--- src/rtl/tempo_locked_note_pulse_generator_defines.svh ---
// ------------------------------------------------------------------------
// tempo locked note pulse generator assertion macros
// concurrent assertion wrappers, empty when SYNTH is defined
// ------------------------------------------------------------------------
`ifndef TEMPO_LOCKED_NOTE_PULSE_GENERATOR_DEFINES_SVH
`define TEMPO_LOCKED_NOTE_PULSE_GENERATOR_DEFINES_SVH
`ifndef SYNTH
// same-cycle implication
`define TLNPG_ASSERT_IMP(lbl, clk, rst_n, ante, cons, msg) \
    lbl: assert property (@(posedge clk) disable iff (!rst_n) (ante) |-> (cons)) \
        else $error(msg);
// next-cycle implication
`define TLNPG_ASSERT_NXT(lbl, clk, rst_n, ante, cons, msg) \
    lbl: assert property (@(posedge clk) disable iff (!rst_n) (ante) |=> (cons)) \
        else $error(msg);
`else
`define TLNPG_ASSERT_IMP(lbl, clk, rst_n, ante, cons, msg)
`define TLNPG_ASSERT_NXT(lbl, clk, rst_n, ante, cons, msg)
`endif
`endif

--- src/rtl/tlnpg_pkg.sv ---
// ------------------------------------------------------------------------
// tlnpg_pkg
// shared types, widths and constants of the note pulse generator
// ------------------------------------------------------------------------
package tlnpg_pkg;

    localparam int MAX_BLOCK_DEF      = 4096;
    localparam int EVENT_CAPACITY_DEF = 64;

    localparam int B0_W   = 48;
    localparam int NIN_W  = 13;
    localparam int TC_W   = 17;
    localparam int OFF_W  = 12;
    localparam int PITCH_W = 7;
    localparam int VEL_W  = 8;
    localparam int ID_W   = 32;
    localparam int CFG_IDX_W  = 3;
    localparam int CFG_DATA_W = 18;

    // shared divider geometry
    localparam int DVD_W     = 48;
    localparam int DVR_W     = 33;
    localparam int DIV_CNT_W = 6;

    localparam logic [CFG_IDX_W-1:0] CFG_PITCH    = 3'd0;
    localparam logic [CFG_IDX_W-1:0] CFG_STEP     = 3'd1;
    localparam logic [CFG_IDX_W-1:0] CFG_GATE     = 3'd2;
    localparam logic [CFG_IDX_W-1:0] CFG_VELOCITY = 3'd3;
    localparam logic [CFG_IDX_W-1:0] CFG_RATE     = 3'd4;

    localparam logic [ID_W-1:0] FIRST_NOTE_ID = 32'd700000;

    typedef enum logic [3:0] {
        ST_IDLE,
        ST_PREP,
        ST_KDIV,
        ST_KSET,
        ST_REL_EVAL,
        ST_REL_CMP,
        ST_REL_DIV,
        ST_REL_EMIT,
        ST_STEP_EVAL,
        ST_STEP_CMP,
        ST_STEP_DIV,
        ST_STEP_OFF,
        ST_STEP_ON,
        ST_STEP_NEXT,
        ST_FLUSH
    } t_state;

    typedef struct packed {
        logic accept;
        logic prep;
        logic kset;
        logic eval_rel;
        logic eval_step;
        logic sdiv_start;
        logic emit_rel_off;
        logic emit_step_off;
        logic emit_on;
        logic step_next;
        logic flush;
    } t_cmd;

    typedef struct packed {
        logic div_busy;
        logic in_block;
        logic skip;
        logic held_valid;
        logic emit_ok;
        logic flush_ok;
    } t_stat;

    typedef struct packed {
        logic [OFF_W-1:0]   offset;
        logic               on;
        logic [PITCH_W-1:0] pitch;
        logic [VEL_W-1:0]   vel;
        logic [ID_W-1:0]    id;
    } t_event;

endpackage

--- src/rtl/tlnpg_ctrl.sv ---
// ------------------------------------------------------------------------
// tlnpg_ctrl
// sequencer: block setup, pending release, step walk, event flush
// ------------------------------------------------------------------------
module tlnpg_ctrl import tlnpg_pkg::*; (
    input  logic  i_clk,
    input  logic  i_rst_n,
    input  logic  i_in_valid,
    output logic  o_in_ready,
    input  t_stat i_stat,
    output t_cmd  o_cmd
);

    t_state r_state, n_state;

    always_ff @(posedge i_clk) begin
        if (!i_rst_n) begin
            r_state <= ST_IDLE;
        end else begin
            r_state <= n_state;
        end
    end

    always_comb begin
        n_state = r_state;
        case (r_state)
            ST_IDLE:      if (i_in_valid) n_state = ST_PREP;
            ST_PREP:      n_state = ST_KDIV;
            ST_KDIV:      if (!i_stat.div_busy) n_state = ST_KSET;
            ST_KSET:      n_state = ST_REL_EVAL;
            ST_REL_EVAL:  n_state = i_stat.held_valid ? ST_REL_CMP : ST_STEP_EVAL;
            ST_REL_CMP:   n_state = i_stat.in_block ? ST_REL_DIV : ST_STEP_EVAL;
            ST_REL_DIV:   if (!i_stat.div_busy) n_state = ST_REL_EMIT;
            ST_REL_EMIT:  if (i_stat.emit_ok) n_state = ST_STEP_EVAL;
            ST_STEP_EVAL: n_state = ST_STEP_CMP;
            ST_STEP_CMP: begin
                if (!i_stat.in_block) n_state = ST_FLUSH;
                else if (i_stat.skip) n_state = ST_STEP_NEXT;
                else n_state = ST_STEP_DIV;
            end
            ST_STEP_DIV:  if (!i_stat.div_busy) n_state = ST_STEP_OFF;
            ST_STEP_OFF:  if (!i_stat.held_valid || i_stat.emit_ok) n_state = ST_STEP_ON;
            ST_STEP_ON:   if (i_stat.emit_ok) n_state = ST_STEP_NEXT;
            ST_STEP_NEXT: n_state = ST_STEP_EVAL;
            ST_FLUSH:     if (i_stat.flush_ok) n_state = ST_IDLE;
            default:      n_state = ST_IDLE;
        endcase
    end

    always_comb begin
        o_cmd      = '0;
        o_in_ready = 1'b0;
        case (r_state)
            ST_IDLE: begin
                o_in_ready   = 1'b1;
                o_cmd.accept = i_in_valid;
            end
            ST_PREP:      o_cmd.prep = 1'b1;
            ST_KSET:      o_cmd.kset = 1'b1;
            ST_REL_EVAL:  o_cmd.eval_rel = i_stat.held_valid;
            ST_REL_CMP:   o_cmd.sdiv_start = i_stat.in_block;
            ST_REL_EMIT:  o_cmd.emit_rel_off = i_stat.emit_ok;
            ST_STEP_EVAL: o_cmd.eval_step = 1'b1;
            ST_STEP_CMP:  o_cmd.sdiv_start = i_stat.in_block && !i_stat.skip;
            ST_STEP_OFF:  o_cmd.emit_step_off = i_stat.held_valid && i_stat.emit_ok;
            ST_STEP_ON:   o_cmd.emit_on = i_stat.emit_ok;
            ST_STEP_NEXT: o_cmd.step_next = 1'b1;
            ST_FLUSH:     o_cmd.flush = i_stat.flush_ok;
            default:      o_cmd = '0;
        endcase
    end

endmodule

--- config.mk ---
export PLATFORM = sky130hd
export DESIGN_NAME = tlnpg_ctrl
export DESIGN_NICKNAME = d
export VERILOG_FILES = /design/src/rtl/tempo_locked_note_pulse_generator_defines.svh /design/src/rtl/tlnpg_pkg.sv /design/src/rtl/tlnpg_ctrl.sv
export SDC_FILE = /design/constraint.sdc
export NUM_CORES = 1
export LEC_CHECK = 0
export ABC_CLOCK_PERIOD_IN_PS = 2000
export BUFFER_PORTS_ARGS = -buffer_cell sky130_fd_sc_hd__buf_2
export CAP_MARGIN = 20
export CORE_AREA = 2 2 39 41
export DETAILED_ROUTE_END_ITERATION = 10
export DIE_AREA = 0 0 41 43
export PLACE_DENSITY = 0.73
export SETUP_SLACK_MARGIN = 0.5
export SYNTH_ARGS = -nofsm -noshare
export SYNTH_HDL_FRONTEND = slang
export SYNTH_SLANG_ARGS = --single-unit
--- constraint.sdc ---
create_clock -name i_clk -period 2 [get_ports i_clk]
set_clock_uncertainty 0.2 [all_clocks]
set_input_delay 0.2 -clock i_clk [delete_from_list [all_inputs] [get_ports i_clk]]
set_output_delay 0.2 -clock i_clk [all_outputs]
set_load 0.01 [all_outputs]
---- Word level (Yosys, flattened, before mapping) ----
Index checks and enable logic that the tools add are counted.
word-level totals
  register bits ........................... 4
  bits in latches ......................... 0
  memory bits (writable) .................. 0
  memory bits (read-only) ................. 0
  bits of input ports ..................... 9
  output and inout bits ................... 12
  memories ................................ 0
operators by class
  $add $sub $neg .......................... 0
  multipliers ............................. 0
  div/mod/pow operators ................... 0
  $lt $le $gt $ge ......................... 0
  eq/ne operators ......................... 22
  shift operators ......................... 0
  multiplexer cells ....................... 25
  bitwise logic cells ..................... 0
  reductions and logical operators ........ 7
operators by type and width
  operator                                        number
  case mux 4 bit (15 select lines)                1
  2-to-1 mux 4 bit                                10
  == test 4 bit (second input constant)           7
  == test 4 x 3 -> 1 bit (second input constant)  4
  inequality test 2 bit (second input constant)   8
  2-to-1 mux 1 bit                                11
  == test 4 x 2 -> 1 bit (second input constant)  2
  AND reduction 8 bit                             1
  2-to-1 mux 3 bit                                2
  == test 4 x 1 -> 1 bit (second input constant)  1
  zero test 4 bit                                 1
  logical AND 1 bit                               2
  zero test 1 bit                                 2
  case mux 1 bit (2 select lines)                 1
  logical OR 1 bit                                1

---- Depth between registers and ports, before layout ----
  depth after elaboration ................. 4
  gate-level depth with buffers ........... 5
  depth with buffers taken out ............ 4

---- Worst setup path after synthesis ----
Ideal clock, no wire load.
  path type ............................... flip-flop to output port
  from .................................... register r_state[3]
  to ...................................... output o_cmd[5] (netlist name)
  arrival ................................. 1.176 ns
  data required time ...................... 1.600 ns
  setup slack ............................. 0.424 ns
  stages on the path, launching flop included .. 5
  path buffers ............................ 1
  cells stage by stage .................... dfxtp_1 buf_2 inv_2 or3_1 a21oi_1
RTL lines
  element                 RTL line          source
  from (decl)             tlnpg_ctrl.sv:14  t_state r_state, n_state;
  from (signal assigned)  tlnpg_ctrl.sv:20  r_state <= n_state;
  to (decl)               tlnpg_ctrl.sv:11  output t_cmd o_cmd

==> reports/summary.txt <==
Status - finished, final reports clean
Worst slew margin relative to its limit - 82.5%
Setup TNS after final layout - 0 ps
Flip-flop count of the largest register, all copies and words added - 4
Post-DRT Antenna Nets - 0
Vias per std cell - 5.82
Cell at the root of the clock tree - sky130_fd_sc_hd__clkbuf_4
Crit-path cells - buf_6 > buf_4 > nor2_4 > nand2_2 > inv_2 > and2_4 > buf_6
Placed insts - 105
Required time worst endpoint - 1600 ps
Transition time at the pin with the least slew margin - 260 ps
Sequential group share of total power - 17.4%
Maximum buffer depth of the clock tree - 2
Total of flip-flops plus latches after synthesis - 4
Clock transition at the registers of the reported paths - 40 ps
Startpoint type of the worst setup path - flip-flop
Half-perimeter wire length after placement - 1070 µm
CTS tree - done
Startpoint of the most critical register-to-register path - r_state[3]
Hold Path Origin - i_rst_n
Area of the placeable core - 0.00138 mm²
I/O pin count - 21
RSZ-0062 raised after global routing - yes
Max-capacitance violation count - 0
Final setup violation count - 0
Final Net Count - 120
Area growth syn-to-layout - 82.5%
Clock share of power - 9.4%
Sequential area share after synthesis - 15.3%
Crit path top cell by count - sky130_fd_sc_hd__buf_6
Final GP Congestion - 0.843
Post-Syn Nets - 80
Floorplan die height - 43 µm
Global-route usage over all layers - 23.4%
Clock tree sinks - 4
Post-synth design cell area - 522 µm²
Overall die area - 0.00176 mm²
Routed wire length - 2090 µm
# DRC - 0
Number of clock buffers inserted by TritonCTS - 3
Internal portion of total power - 0.000624 W
First element of the critical path - r_state[3]
Kind of path behind the tightest hold check - in -> reg
Seq. cell area - 92.6 µm²
Total global routing overflow - 0
Width of the chip - 41 µm
Fraction of registers with async set or reset after synthesis - 0%
H-tree depth - 1
Slowest-stage cell, CP - sky130_fd_sc_hd__dfxtp_4
Largest net degree at the start of global routing - 12
Post-layout instance count excluding filler cells - 125
Multi-input combinational cell area - 470 µm²
Max-slew violation total from the final report - 0
Sw Pwr - 0.000455 W
Pwr Total - 0.00108 W
Standard-cell row count - 14
Arrival time reported for the critical path endpoint - 1310 ps
Delay contributed by the slowest stage of the critical path - 360 ps
Detailed router's first-iteration violation count - 28
Yosys warning total - 0
Clk_lat worst skew - 240 ps
Count of hold-fix buffers inserted at cts - 0
Highest attainable clock frequency - 584 MHz
Biggest regs - r_state (4)
Filler cell count - 112
Detailed-route wire length per cell - 16.7 µm
Most flop-heavy register - r_state
Post-layout util - 68.8%
Total via count in the routed design - 728
Global-route wire length before repair - 2820 µm
Top flip-flop cell by instance count after synthesis - sky130_fd_sc_hd__dfxtp_1
Final cycle utilization of the critical path - 85.6%
Power per standard cell area - 1130 mW/mm²
Critical Path End Type - primary output
Diodes inserted - 0
Leakage power - 0.439 nW
Post-Synthesis Cells - 71
Length of the first detailed-routing pass in iterations - 4
Switching share of total power - 42.2%
Initial Utilization - 37.7%
Share of cells above drive strength 1 - 66.1%
Vias in the first global route - 646
Syn_area_per_cell - 7.35 µm²
Shortest clock period the worst path allows after layout - 1710 ps
Number of flops mapped to enable cells by yosys - 0
Largest driver fanout on the critical path - 7
Buffers added on ports - 20
Count of unique library cells instantiated by Yosys - 37
Combinational share of power - 73.2%
Type of the worst setup path - reg -> out
Peak VDD IR - 0.000604 V
Initial antenna violation count - 0
Final Hold Vio Count - 0
==> routing by layer <==
layer  track usage [%]  share of wire, %  vias up
met4              8.67               1.7        0
met2              40.6                52       37
met1              26.5                41      342
met5                 0                 0        -
met3              4.19               5.2        6
li1                  -                 -      343
==> cell usage after synthesis (all sizes together), types with 2 or more instances <==
library cell / count / area share (%)
dfxtp: 4 / 15
o21ai: 4 / 3.8
a211oi: 2 / 5.3
nand3b: 2 / 2.9
inv: 3 / 2.2
a21oi: 4 / 3.8
or2: 2 / 2.4
o2111ai: 2 / 3.4
nand2: 5 / 3.6
buf: 4 / 4.8
nor3: 3 / 2.9
nor2b: 2 / 2.4
o31ai: 2 / 2.9
and3: 3 / 3.6
mux2i: 2 / 3.8
nor3b: 2 / 2.9
nand2b: 2 / 2.9
and2: 4 / 5.3
clkbuf: 2 / 1.4
nor2: 4 / 2.9
nand3: 2 / 1.9
==> critical path, delay by kind of cell, from the launching register on <==
family	cells	cell delay (ps)
flops	1	360
buf+inv	4	420
simple gates	3	290
==> through the flow <==
stage / instance area [µm²] / hold WS, ps / setup WS, ps
after floorplan: 533 / 128 / 456
after global placement: 643 / 289 / 283
after detailed placement: 643 / 289 / 226
after CTS: 853 / 31.1 / 282
after global routing: 952 / 50.7 / 227
final: 952 / 52.2 / 288
==> cells by family (layout without fill, tap and decap cells) <==
family                 Yosys count  count (layout)  share of synthesized area (%)
flip-flops                       4               4                           15.3
AND/OR/NAND/NOR                 36              36                           42.7
multiplexers                     2               2                           3.84
AO/OA/AOI/OAI                   20              20                           29.7
buffers and inverters            9              47                           8.39
==> final timing paths <==
check	slack, ps	end	cells past startpoint
max	290	o_cmd[10]	7
min	50	r_state[1]	2
max reg2reg	290	r_state[3]	6
min reg2reg	450	r_state[2]	3
==> placed cells by master (no fill, tap or decap), types with 3 or more instances in the layout <==
| cell type | n |
|---|---|
| sky130_fd_sc_hd__o21ai_0 | 4 |
| sky130_fd_sc_hd__buf_2 | 16 |
| sky130_fd_sc_hd__nand2_1 | 4 |
| sky130_fd_sc_hd__a21oi_1 | 3 |
| sky130_fd_sc_hd__clkbuf_4 | 3 |
| sky130_fd_sc_hd__buf_6 | 8 |
| sky130_fd_sc_hd__and2_4 | 3 |
| sky130_fd_sc_hd__buf_4 | 13 |
| sky130_fd_sc_hd__dfxtp_4 | 3 |
==> final cells by class <==
class | count | share of cell area, %
inverters | 3 | 1.18
clock buffers | 3 | 2.37
well taps | 16 | 2.10
repair buffers | 41 | 35.2
flip-flops and latches | 4 | 9.72
multi-input cells | 58 | 49.4
==> repair_timing <==
item,in CTS,in global routing
resized for setup,26,10
cloned,1,0
buffers inserted,8,8
pin swaps,8,4
setup endpoints to repair,16,16
==> power groups by stage <==
stage                     combinational [W]  clock (W)  sequential, W
after detailed placement           0.000435          0       0.000171
after CTS                          0.000620   0.000106       0.000201
after global routing               0.000846   0.000113       0.000185
after global placement             0.000437          0       0.000167
final                              0.000790   0.000102       0.000187
after floorplan                    0.000364          0       0.000128
Note: power is estimated with default switching activity, not from simulation.
