## src/rtl/tempo_locked_note_pulse_generator_defines.svh

```systemverilog
// ------------------------------------------------------------------------
// tempo locked note pulse generator assertion macros
// concurrent assertion wrappers, empty when SYNTH is defined
// ------------------------------------------------------------------------
`ifndef TEMPO_LOCKED_NOTE_PULSE_GENERATOR_DEFINES_SVH
`define TEMPO_LOCKED_NOTE_PULSE_GENERATOR_DEFINES_SVH
`ifndef SYNTH
// same-cycle implication
`define TLNPG_ASSERT_IMP(lbl, clk, rst_n, ante, cons, msg) \
    lbl: assert property (@(posedge clk) disable iff (!rst_n) (ante) |-> (cons)) \
        else $error(msg);
// next-cycle implication
`define TLNPG_ASSERT_NXT(lbl, clk, rst_n, ante, cons, msg) \
    lbl: assert property (@(posedge clk) disable iff (!rst_n) (ante) |=> (cons)) \
        else $error(msg);
`else
`define TLNPG_ASSERT_IMP(lbl, clk, rst_n, ante, cons, msg)
`define TLNPG_ASSERT_NXT(lbl, clk, rst_n, ante, cons, msg)
`endif
`endif

```

## src/rtl/tlnpg_pkg.sv

```systemverilog
// ------------------------------------------------------------------------
// tlnpg_pkg
// shared types, widths and constants of the note pulse generator
// ------------------------------------------------------------------------
package tlnpg_pkg;

    localparam int MAX_BLOCK_DEF      = 4096;
    localparam int EVENT_CAPACITY_DEF = 64;

    localparam int B0_W   = 48;
    localparam int NIN_W  = 13;
    localparam int TC_W   = 17;
    localparam int OFF_W  = 12;
    localparam int PITCH_W = 7;
    localparam int VEL_W  = 8;
    localparam int ID_W   = 32;
    localparam int CFG_IDX_W  = 3;
    localparam int CFG_DATA_W = 18;

    // shared divider geometry
    localparam int DVD_W     = 48;
    localparam int DVR_W     = 33;
    localparam int DIV_CNT_W = 6;

    localparam logic [CFG_IDX_W-1:0] CFG_PITCH    = 3'd0;
    localparam logic [CFG_IDX_W-1:0] CFG_STEP     = 3'd1;
    localparam logic [CFG_IDX_W-1:0] CFG_GATE     = 3'd2;
    localparam logic [CFG_IDX_W-1:0] CFG_VELOCITY = 3'd3;
    localparam logic [CFG_IDX_W-1:0] CFG_RATE     = 3'd4;

    localparam logic [ID_W-1:0] FIRST_NOTE_ID = 32'd700000;

    typedef enum logic [3:0] {
        ST_IDLE,
        ST_PREP,
        ST_KDIV,
        ST_KSET,
        ST_REL_EVAL,
        ST_REL_CMP,
        ST_REL_DIV,
        ST_REL_EMIT,
        ST_STEP_EVAL,
        ST_STEP_CMP,
        ST_STEP_DIV,
        ST_STEP_OFF,
        ST_STEP_ON,
        ST_STEP_NEXT,
        ST_FLUSH
    } t_state;

    typedef struct packed {
        logic accept;
        logic prep;
        logic kset;
        logic eval_rel;
        logic eval_step;
        logic sdiv_start;
        logic emit_rel_off;
        logic emit_step_off;
        logic emit_on;
        logic step_next;
        logic flush;
    } t_cmd;

    typedef struct packed {
        logic div_busy;
        logic in_block;
        logic skip;
        logic held_valid;
        logic emit_ok;
        logic flush_ok;
    } t_stat;

    typedef struct packed {
        logic [OFF_W-1:0]   offset;
        logic               on;
        logic [PITCH_W-1:0] pitch;
        logic [VEL_W-1:0]   vel;
        logic [ID_W-1:0]    id;
    } t_event;

endpackage

```

## src/rtl/tlnpg_div.sv

```systemverilog
// ------------------------------------------------------------------------
// tlnpg_div
// restoring divider, one quotient bit per cycle, preloadable remainder
// ------------------------------------------------------------------------
module tlnpg_div import tlnpg_pkg::*; (
    input  logic                 i_clk,
    input  logic                 i_rst_n,
    input  logic                 i_start,
    input  logic [DVD_W-1:0]     i_dividend,
    input  logic [DVR_W-1:0]     i_divisor,
    input  logic [DVR_W-1:0]     i_rem_init,
    input  logic [DIV_CNT_W-1:0] i_count,
    output logic                 o_busy,
    output logic [DVD_W-1:0]     o_quot,
    output logic [DVR_W-1:0]     o_rem
);

    logic                 r_busy;
    logic [DIV_CNT_W-1:0] r_cnt;
    logic [DVD_W-1:0]     r_dvd;
    logic [DVD_W-1:0]     r_quot;
    logic [DVR_W-1:0]     r_rem;
    logic [DVR_W-1:0]     r_dvr;
    logic [DVR_W:0]       rem_sh;
    logic                 ge;

    assign rem_sh = {r_rem, r_dvd[DVD_W-1]};
    assign ge     = rem_sh >= {1'b0, r_dvr};

    always_ff @(posedge i_clk) begin
        if (!i_rst_n) begin
            r_busy <= 1'b0;
            r_cnt  <= '0;
        end else if (i_start) begin
            r_busy <= 1'b1;
            r_cnt  <= i_count;
        end else if (r_busy) begin
            r_cnt  <= r_cnt - 1'b1;
            r_busy <= (r_cnt != 1);
        end
    end

    always_ff @(posedge i_clk) begin
        if (i_start) begin
            r_dvd  <= i_dividend;
            r_dvr  <= i_divisor;
            r_rem  <= i_rem_init;
            r_quot <= '0;
        end else if (r_busy) begin
            r_dvd  <= {r_dvd[DVD_W-2:0], 1'b0};
            r_quot <= {r_quot[DVD_W-2:0], ge};
            r_rem  <= ge ? DVR_W'(rem_sh - {1'b0, r_dvr}) : rem_sh[DVR_W-1:0];
        end
    end

    assign o_busy = r_busy;
    assign o_quot = r_quot;
    assign o_rem  = r_rem;

endmodule

```

## src/rtl/tlnpg_dp.sv

```systemverilog
// ------------------------------------------------------------------------
// tlnpg_dp
// datapath: settings, block geometry, note state and event staging
// ------------------------------------------------------------------------
`include "tempo_locked_note_pulse_generator_defines.svh"

module tlnpg_dp import tlnpg_pkg::*; #(
    parameter int MAX_BLOCK      = MAX_BLOCK_DEF,
    parameter int EVENT_CAPACITY = EVENT_CAPACITY_DEF
) (
    input  logic                  i_clk,
    input  logic                  i_rst_n,
    input  logic                  i_cfg_we,
    input  logic [CFG_IDX_W-1:0]  i_cfg_index,
    input  logic [CFG_DATA_W-1:0] i_cfg_data,
    input  logic [B0_W-1:0]       i_b0,
    input  logic [NIN_W-1:0]      i_n,
    input  logic [TC_W-1:0]       i_tc,
    input  t_cmd                  i_cmd,
    output t_stat                 o_stat,
    output logic                  o_valid,
    input  logic                  i_ready,
    output t_event                o_ev,
    output logic                  o_last
);

    localparam int N_W   = $clog2(MAX_BLOCK + 1);
    localparam int QW    = $clog2(MAX_BLOCK);
    localparam int NT_W  = N_W + TC_W;
    localparam int CNT_W = $clog2(EVENT_CAPACITY + 1);

    // settings
    logic [PITCH_W-1:0] r_pitch;
    logic [10:0]        r_stepb;
    logic [8:0]         r_gate;
    logic [VEL_W-1:0]   r_vel;
    logic [17:0]        r_sr;

    always_ff @(posedge i_clk) begin
        if (!i_rst_n) begin
            r_pitch <= 7'd48;
            r_stepb <= 11'd256;
            r_gate  <= 9'd128;
            r_vel   <= 8'd204;
            r_sr    <= 18'd48000;
        end else if (i_cfg_we) begin
            case (i_cfg_index)
                CFG_PITCH:    r_pitch <= i_cfg_data[6:0];
                CFG_STEP:     r_stepb <= i_cfg_data[10:0];
                CFG_GATE:     r_gate  <= i_cfg_data[8:0];
                CFG_VELOCITY: r_vel   <= i_cfg_data[7:0];
                CFG_RATE:     r_sr    <= i_cfg_data;
                default:      ;
            endcase
        end
    end

    // block geometry, clamped at accept
    logic [B0_W-1:0] r_b0;
    logic [N_W-1:0]  r_n;
    logic [TC_W-1:0] r_tc;
    logic [17:0]     r_src;
    logic [10:0]     r_stepc;
    logic [30:0]     r_num;
    logic [NT_W-1:0] r_nt;
    logic [31:0]     n_ext, n_cl;
    logic [18:0]     sb;

    assign n_ext = 32'(i_n);
    assign n_cl  = (n_ext == 0) ? 32'd1 :
                   (n_ext > 32'(MAX_BLOCK)) ? 32'(MAX_BLOCK) : n_ext;
    assign sb    = {r_stepc, 8'b0};

    always_ff @(posedge i_clk) begin
        if (i_cmd.accept) begin
            r_b0    <= i_b0;
            r_n     <= n_cl[N_W-1:0];
            r_tc    <= (i_tc <= 17'd100) ? 17'd12000 : i_tc;
            r_src   <= (r_sr < 18'd8000) ? 18'd8000 :
                       (r_sr > 18'd192000) ? 18'd192000 : r_sr;
            r_stepc <= (r_stepb < 11'd13) ? 11'd13 : r_stepb;
        end
        if (i_cmd.prep) begin
            r_num <= 31'(r_src) * 31'd6000;
            r_nt  <= NT_W'(r_n) * NT_W'(r_tc);
        end
    end

    // shared divider: step index at setup, sample offset per event
    logic                 div_start, div_busy;
    logic [DVD_W-1:0]     div_dvd, div_quot;
    logic [DVR_W-1:0]     div_dvr, div_rinit, div_rem;
    logic [DIV_CNT_W-1:0] div_cnt;
    logic [52:0]          r_prod;
    logic                 r_far;

    assign div_start = i_cmd.prep || i_cmd.sdiv_start;
    assign div_dvd   = i_cmd.prep ? r_b0 : {r_prod[QW-1:0], {(DVD_W-QW){1'b0}}};
    assign div_dvr   = i_cmd.prep ? DVR_W'(sb) : {r_tc, 16'b0};
    assign div_rinit = i_cmd.prep ? '0 : DVR_W'(r_prod >> QW);
    assign div_cnt   = i_cmd.prep ? DIV_CNT_W'(DVD_W) : DIV_CNT_W'(QW);

    tlnpg_div u_div (
        .i_clk      (i_clk),
        .i_rst_n    (i_rst_n),
        .i_start    (div_start),
        .i_dividend (div_dvd),
        .i_divisor  (div_dvr),
        .i_rem_init (div_rinit),
        .i_count    (div_cnt),
        .o_busy     (div_busy),
        .o_quot     (div_quot),
        .o_rem      (div_rem)
    );

    // step walk
    logic [B0_W-1:0] r_k;
    logic [B0_W:0]   r_kbeat;
    logic [18:0]     krem;
    logic            kfrac;

    assign krem  = div_rem[18:0];
    assign kfrac = (krem != 0);

    always_ff @(posedge i_clk) begin
        if (i_cmd.kset) begin
            // round the block start up to the next step boundary
            r_k     <= div_quot + B0_W'(kfrac);
            r_kbeat <= {1'b0, r_b0} - (B0_W+1)'(krem) + (kfrac ? (B0_W+1)'(sb) : '0);
        end else if (i_cmd.step_next) begin
            r_k     <= r_k + 1'b1;
            r_kbeat <= r_kbeat + (B0_W+1)'(sb);
        end
    end

    // note state
    logic [B0_W-1:0]    r_lfs;
    logic               r_lfv;
    logic               r_held_valid;
    logic [PITCH_W-1:0] r_held_pitch;
    logic [ID_W-1:0]    r_held_id;
    logic [49:0]        r_rel;
    logic [ID_W-1:0]    r_next_id;
    logic [ID_W-1:0]    id_on;
    logic [19:0]        gprod;

    assign id_on = r_next_id + 1'b1;
    assign gprod = 20'(r_gate) * 20'(r_stepc);

    always_ff @(posedge i_clk) begin
        if (!i_rst_n) begin
            r_lfs        <= '0;
            r_lfv        <= 1'b0;
            r_held_valid <= 1'b0;
            r_held_pitch <= '0;
            r_held_id    <= '0;
            r_rel        <= '0;
            r_next_id    <= FIRST_NOTE_ID;
        end else if (i_cmd.emit_on) begin
            r_next_id    <= id_on;
            r_held_valid <= 1'b1;
            r_held_pitch <= r_pitch;
            r_held_id    <= id_on;
            r_rel        <= {1'b0, r_kbeat} + 50'(gprod);
            r_lfs        <= r_k;
            r_lfv        <= 1'b1;
        end else if (i_cmd.emit_rel_off) begin
            r_held_valid <= 1'b0;
        end
    end

    // beat to block position: product register, then compare or divide
    logic [49:0] beat, diff;
    logic        lt;
    logic [21:0] diff_eff;
    logic [52:0] prod_c;

    assign beat     = i_cmd.eval_rel ? r_rel : {1'b0, r_kbeat};
    assign lt       = beat < {2'b0, r_b0};
    assign diff     = beat - {2'b0, r_b0};
    assign diff_eff = lt ? '0 : diff[21:0];
    assign prod_c   = {31'b0, diff_eff} * {22'b0, r_num};

    always_ff @(posedge i_clk) begin
        if (i_cmd.eval_rel || i_cmd.eval_step) begin
            r_prod <= prod_c;
            r_far  <= !lt && (|diff[49:22]);
        end
    end

    // sample offset, clamped to the block
    logic [31:0] q_ext, nm1, off_ext;

    assign q_ext   = 32'(div_quot[QW-1:0]);
    assign nm1     = 32'(r_n) - 32'd1;
    assign off_ext = (q_ext > nm1) ? nm1 : q_ext;

    // event staging: one held back so the final one can carry the last flag
    t_event           r_pend, r_out, new_ev;
    logic             r_pend_valid, r_out_valid, r_out_last;
    logic [CNT_W-1:0] r_ev_cnt;
    logic             emit_any, room, out_free;

    assign emit_any = i_cmd.emit_rel_off || i_cmd.emit_step_off || i_cmd.emit_on;
    assign room     = r_ev_cnt < CNT_W'(EVENT_CAPACITY);
    assign out_free = !r_out_valid || i_ready;

    always_comb begin
        new_ev        = '0;
        new_ev.offset = off_ext[OFF_W-1:0];
        new_ev.on     = i_cmd.emit_on;
        new_ev.pitch  = i_cmd.emit_on ? r_pitch : r_held_pitch;
        new_ev.vel    = i_cmd.emit_on ? r_vel : '0;
        new_ev.id     = i_cmd.emit_on ? id_on : r_held_id;
    end

    always_ff @(posedge i_clk) begin
        if (!i_rst_n) begin
            r_pend_valid <= 1'b0;
            r_out_valid  <= 1'b0;
            r_ev_cnt     <= '0;
        end else begin
            if (i_cmd.accept) begin
                r_ev_cnt <= '0;
            end
            if (emit_any && room) begin
                r_pend_valid <= 1'b1;
                r_ev_cnt     <= r_ev_cnt + 1'b1;
            end else if (i_cmd.flush) begin
                r_pend_valid <= 1'b0;
            end
            if ((emit_any && room && r_pend_valid) || (i_cmd.flush && r_pend_valid)) begin
                r_out_valid <= 1'b1;
            end else if (i_ready) begin
                r_out_valid <= 1'b0;
            end
        end
    end

    always_ff @(posedge i_clk) begin
        if (emit_any && room) begin
            r_pend <= new_ev;
        end
        if ((emit_any && room && r_pend_valid) || (i_cmd.flush && r_pend_valid)) begin
            r_out      <= r_pend;
            r_out_last <= i_cmd.flush;
        end
    end

    always_comb begin
        o_stat            = '0;
        o_stat.div_busy   = div_busy;
        o_stat.in_block   = !r_far && (64'(r_prod) < 64'({r_nt, 16'b0}));
        o_stat.skip       = r_lfv && (r_k == r_lfs);
        o_stat.held_valid = r_held_valid;
        o_stat.emit_ok    = !room || !r_pend_valid || out_free;
        o_stat.flush_ok   = !r_pend_valid || out_free;
    end

    assign o_valid = r_out_valid;
    assign o_ev    = r_out;
    assign o_last  = r_out_last;

    `TLNPG_ASSERT_IMP(a_cnt_cap, i_clk, i_rst_n, 1'b1, r_ev_cnt <= CNT_W'(EVENT_CAPACITY), "event count past capacity")
    `TLNPG_ASSERT_IMP(a_pend_cnt, i_clk, i_rst_n, r_pend_valid, r_ev_cnt != 0, "staged event without count")
    `TLNPG_ASSERT_IMP(a_out_src, i_clk, i_rst_n, $rose(r_out_valid), $past(r_pend_valid), "output loaded from empty stage")

endmodule

```

## config.mk

```make
export PLATFORM = sky130hd
export DESIGN_NAME = tlnpg_dp
export DESIGN_NICKNAME = d
export VERILOG_FILES = /design/src/rtl/tlnpg_pkg.sv /design/src/rtl/tlnpg_div.sv /design/src/rtl/tlnpg_dp.sv
export VERILOG_INCLUDE_DIRS = /design/src /design/src/rtl
export SDC_FILE = /design/constraint.sdc
export NUM_CORES = 2
export LEC_CHECK = 0
export ABC_CLOCK_PERIOD_IN_PS = 11800
export BUFFER_PORTS_ARGS = -buffer_cell sky130_fd_sc_hd__buf_4
export CAP_MARGIN = 0
export CORE_ASPECT_RATIO = 0.5
export CORE_UTILIZATION = 50
export CTS_BUF_LIST = sky130_fd_sc_hd__clkbuf_8 sky130_fd_sc_hd__clkbuf_16
export DETAILED_ROUTE_END_ITERATION = 7
export PLACE_DENSITY = 0.77
export SYNTH_ARGS = -nofsm -noshare
export SYNTH_HDL_FRONTEND = slang
export SYNTH_SLANG_ARGS = --single-unit
```

## constraint.sdc

```tcl
create_clock -name i_clk -period 11.8 [get_ports i_clk]
set_input_delay 0.59 -clock i_clk [delete_from_list [all_inputs] [get_ports i_clk]]
set_output_delay 0.59 -clock i_clk [all_outputs]
set_load 0.01 [all_outputs]
```

* Yosys cells after proc, flatten, opt, wreduce, memory -nomap -nowiden *
Cells that the tools add are included.

cells by class
  $add $sub $neg = 12
  $mul = 4
  $lt $le $gt $ge = 10
  eq/ne operators = 6
  mux-type cells = 33
  reductions and logical operators = 37

operator list
  cell                   count
  $mux 48                5
  $mux 33                4
  $add 49x19->49         2
  $mux 49                2
  $lt 53x46->1           1
  $add 49x20->50         1
  $lt 50x48->1           1
  $mux 50                1
  $sub 50x48->50         1
  $mul 22x27->49         1
  $sub 48x19->49         1
  $add 48x1->48          1
  $add 48x1->48 const B  1
  $eq 48x48->1           1
  $mux 19                2
  $ge 34x33->1           1
  $sub 33x33->33         1
  $add 32x1->32 const B  1
  $gt 12x32->1           1
  $logic_not 32->1       1
  $mux 32                1
  $mul 13x17->30         1
  $reduce_or 28->1       1
  $mul 18x9->27 const B  1
  29 further kinds       68

storage, ports and cells
  bits in registers = 834
  input port bits = 114
  output and inout bits = 68
  word-level logic and storage cells = 149

* Logic depth before layout (Yosys ltp) *
  word-level depth = 6
  gate-level depth with buffers = 49
  depth with buffers taken out = 43

* By module *
Synthesis repeated with hierarchy kept, for this count alone.

unflattened totals
  cells, all modules = 8223
  area, all modules = 78601.6 sq um

modules (own cells, without submodules)
  module     instances  cells an instance  area each (sq um)  seq. area each (sq um)
  tlnpg_dp   1          7450               69945.8            17636.9
  tlnpg_div  1          773                8655.8             4524.3

* Least setup slack after synthesis *
OpenSTA, ideal clock, no wires.

  kind = input-to-reg
  start = input i_cmd[7] (netlist name)
  end = register r_prod[50], data pin
  library setup time = 0.261 ns
  arrival time = 10.691 ns
  data required time = 11.539 ns
  slack = 0.848 ns
  stages on the path = 47
  buffers on the path = 5
  cell sequence = clkbuf_1 > clkbuf_1 > clkbuf_1 > mux2i_1 > ha_1 > inv_1 > fa_1 > a21o_1 > a21oi_2 > o211a_1 > o21ai_1 > a21bo_2 > a21oi_1 > a31oi_1 > a21oi_1 > o21bai_1 > a31oi_4 > buf_6 > [... 11 more ...] > inv_1 > fa_1 > inv_1 > fa_1 > inv_1 > ha_1 > a21oi_1 > nand2_1 > a21o_1 > nor3_1 > a21oi_1 > nor2_1 > o31ai_1 > a211o_1 > a21o_1 > a31oi_1 > nor2_1 > a311o_1

between the ends
  longest elaborated chain between the ends = 4
  elaborated cells between the ends (all ways) = 5
  those cells by class = add/sub (1); mul (1); order compare (1); mux (2)

ends and longest elaborated chain
  element                                         RTL line                          text
  from (decl)                                     tlnpg_dp.sv:19                    input t_cmd i_cmd,
  $mux 50 (*)                                     tlnpg_dp.sv:178                   assign beat = i_cmd.eval_rel ? r_rel : {1'b0, r_kbeat};
  $sub 50x48->50 or $lt 50x48->1 (tied branches)  tlnpg_dp.sv:180, tlnpg_dp.sv:179
  $mux 22 (*)                                     tlnpg_dp.sv:181                   assign diff_eff = lt ? '0 : diff[21:0];
  $mul 22x27->49 (*)                              tlnpg_dp.sv:182                   assign prod_c = {31'b0, diff_eff} * {22'b0, r_num};
  named net prod_c[50]                            tlnpg_dp.sv:176                   logic [52:0] prod_c;
  to (signal assigned)                            tlnpg_dp.sv:186                   r_prod <= prod_c;
  to (decl)                                       tlnpg_dp.sv:94                    logic [52:0] r_prod;

The timed path passes the listed nets; every way through them passes the cells marked *.
A chain may end at the register's enable or synchronous reset.

* Worst setup path in the final report *
  start = register r_kbeat[13]
  end = register r_prod[50], data pin

between the ends
  longest elaborated chain between the ends = 4
  elaborated cells between the ends (all ways) = 5
  those cells by class = add/sub (1); mul (1); order compare (1); mux (2)

ends and longest elaborated chain
  element                                         RTL line                          text
  from (decl)                                     tlnpg_dp.sv:118                   logic [B0_W:0] r_kbeat;
  from (signal assigned)                          tlnpg_dp.sv:129                   r_kbeat <= {1'b0, r_b0} - (B0_W+1)'(krem) + (kfrac ? (B0_W+1)'(sb) : '0);
  from (signal assigned)                          tlnpg_dp.sv:132                   r_kbeat <= r_kbeat + (B0_W+1)'(sb);
  $mux 50 (*)                                     tlnpg_dp.sv:178
  $sub 50x48->50 or $lt 50x48->1 (tied branches)  tlnpg_dp.sv:180, tlnpg_dp.sv:179
  $mux 22 (*)                                     tlnpg_dp.sv:181
  $mul 22x27->49 (*)                              tlnpg_dp.sv:182
  named net prod_c[50]                            tlnpg_dp.sv:176

Marks and branches as above.

==> run_results.csv <==
group,metric,value,unit
critical_path,worstSetupPathType,"reg -> reg",
final_layout,final_cell_mix,"inv_1, nand2_1, fa_1",
detailed_routing,antenna_left,0,
timing,relSlewSlack,22.1,%
detailed_routing,wl_per_cell,19.3,um
detailed_routing,drt_first_pass_iters,6,
logic_synthesis,netlist.area_leader.share,21.9,%
final_layout,nFillCells,12947,
timing,finClkSkew,0.0369,ns
critical_path,r2r_slack,0.80,ns
logic_synthesis,netlist_area,76300,um2
logic_synthesis,synth_compound_area_share,8.61,%
logic_synthesis,synth_nets,9476,
die,core-area,150000,um2
global_routing,antenna_found_initial,3,
outcome,status,"complete, no violations",
clock_tree,cts_resized,0,
timing,fin_tns_setup,0,ns
clock_tree,insertion_delay,0.71,ns
detailed_routing,drc,0,
min_path,holdCritPathClass,"in -> reg",
critical_path,cp-start-kind,"flip-flop",
global_routing,grt_max_degree,89,
die,pin_count,182,
logic_synthesis,synth-adder-area-share,31.0,%
timing,hold_viol,0,
die,start_util,50.8,%
critical_path,rr_worst_depth,41,
timing,post-route-period-util,93.2,%
die,design.die.area,154000,um2
critical_path,cp_data_required_time,12.23,ns
logic_synthesis,synthDistinctLibCells,92,
clock_tree,clk_path_buf_depth,3,
timing,rsz0062_at_grt,"no",
logic_synthesis,synth_edf_count,538,
critical_path,max_stage_delay,0.58,ns
logic_synthesis,syn_inst,7971,
clock_tree,cts_setup_buffers,0,
flow_run,maxCapViolations,0,
clock_tree,clock_sinks,826,
die,die_w,554,um
global_routing,grt_pass1_vias,56694,
clock_tree,root_buffer,"clkbuf_16",
clock_tree,htreeDepth,3,
final_layout,mostFrequentLayoutCell,"inv_1",
clock_tree,cts_made_buffers,82,
logic_synthesis,synth_top_family_by_area,"adder cells",
logic_synthesis,yosys_warnings,0,
clock_tree,clk_pin_slew,0.07,ns
critical_path,cpMaxStageDelayCell,"fa_1",
die,row_count,100,
timing,final_max_slew_viol_count,0,
logic_synthesis,ys_top_cells_by_area,"fa_1, edfxtp_1, ha_1, dfxtp_1, inv_1",
logic_synthesis,async_reset_ff_share,0,%
final_layout,syn2layout_area_growth,8.08,%
place,port_buffers,181,
global_routing,grt.overflow.total,0,
logic_synthesis,yosys.area_share.simple,16.3,%
final_layout,nets,9496,
detailed_routing,dr_total_vias,56470,
logic_synthesis,avgSynthCellArea,9.57,um2
timing,max_clock_freq,0.0909,GHz
timing,hold_ws,0.0742,ns
timing,worst_pin_slew,1.16,ns
timing,setup_viol,0,
min_path,holdPathStages,1,
detailed_routing,wl,194,mm
logic_synthesis,muxShareOfSynthArea,2.66,%
critical_path,cp.arrival,11.43,ns
critical_path,endpoint_kind,"flip-flop",
timing,finalCriticalPeriod,11.00,ns
clock_tree,cts_tree,"yes",
logic_synthesis,synthXorXnorAreaFrac,5.18,%
logic_synthesis,synth-seq-area-share,28.7,%
die,die_h,278,um
global_routing,grt_use_total,25.5,%
place,place.gp.congestion,0.960,
logic_synthesis,synth_largest_area_cell,"fa_1",
detailed_routing,routed_via_density,5.62,
logic_synthesis,ys.flop_type,"edfxtp_1",
logic_synthesis,ys_ff_latch,826,
place,dpl.hpwl,148,mm
critical_path,cp_common_cell,"fa_1",
final_layout,drive_gt1_share,7.03,%
global_routing,grt_pass1_wl,312,mm
clock_tree,ctsHoldBuffers,0,
critical_path,critPathMaxFanout,13,
detailed_routing,dr.first_iter.drc_count,4837,
[critical path: cells and delay by family (launching register included)]
kind / cells / cell delay (ns)
adders and majority gates: 9 / 4.43
AOI/OAI and AO/OA: 19 / 3.92
buffers and inverters: 7 / 0.78
and+or+nand+nor: 5 / 0.72
DFF: 1 / 0.54
muxes: 1 / 0.33
[path summary, 6_finish.rpt]
| check | startpoint | to |
|---|---|---|
| setup / recovery | r_kbeat[13] | r_prod[50] |
| hold / removal | i_b0[12] | r_b0[12] |
| setup reg to reg | r_kbeat[13] | r_prod[50] |
| hold reg to reg | r_pend[3] | o_ev[3] |
[registers in the layout, indices dropped and copies added (netlist names), 33 cells and up]
| name | cells |
|---|---|
| r_prod | 49 |
| r_k | 48 |
| u_div.o_rem | 33 |
| u_div.r_dvd | 48 |
| r_kbeat | 49 |
| u_div.o_quot | 48 |
| r_pend | 60 |
| r_rel | 50 |
| o_ev | 60 |
| r_b0 | 48 |
| r_lfs | 48 |
[kinds of logic after synthesis]
kind of cell | after synthesis
and+or+nand+nor | 2582
buffers and inverters | 1489
adders and majority gates | 1391
AOI/OAI and AO/OA | 1036
DFF | 826
xor gates and xnor gates | 451
muxes | 196
[final cells by class]
cell class	instances	area (um2)	area share, %
Timing Repair Buffer	309	2410	2.92
Inverter	1116	4190	5.09
Sequential cell	826	21900	26.6
Clock buffer	94	2240	2.72
Tap cell	1989	2490	3.02
Multi-Input combinational cell	5656	48700	59.0
Clock inverter	59	505	0.613
Antenna cell	1	2.50	0.00303
[Yosys cell counts (39+ instances only)]
library cell and instances:
buf_2 47, dfxtp_1 288, nand3_1 160, a211oi_1 45, nor4_1 40, a22o_1 39
mux2_2 54, nor2b_1 71, xnor2_1 241, nor2_1 446, a21oi_1 343, o21ai_0 241
nand2_1 965, fa_1 835, clkbuf_1 291, xor2_1 210, nand2b_1 69, inv_1 1113
nand4_1 62, edfxtp_1 538, and2_1 455, and3_1 84, nor3_1 100, a21o_1 106
mux2i_1 142, ha_1 556
[per-layer routing]
metal	up-vias	global-route usage [%]	routed length (um)
li1	26035	-	-
met1	28026	35.7	84300
met2	2047	39.4	85700
met3	356	6.07	18200
met4	6	7.48	5960
met5	-	0	36
[metrics by stage]
stage	setup slack [ns]	utilization, %	instance area (um2)	instances
after CTS	0.939	54.9	82500	10049
after detailed placement	0.434	53.1	79700	9896
after floorplan	0.848	-	76300	7971
after global placement	0.486	53.1	79700	9896
final	0.798	54.9	82500	10050
after global routing	0.269	54.9	82500	10049
Power is not shown: default switching activity piles up to over one toggle a cycle in this logic, so the estimate is an artifact.
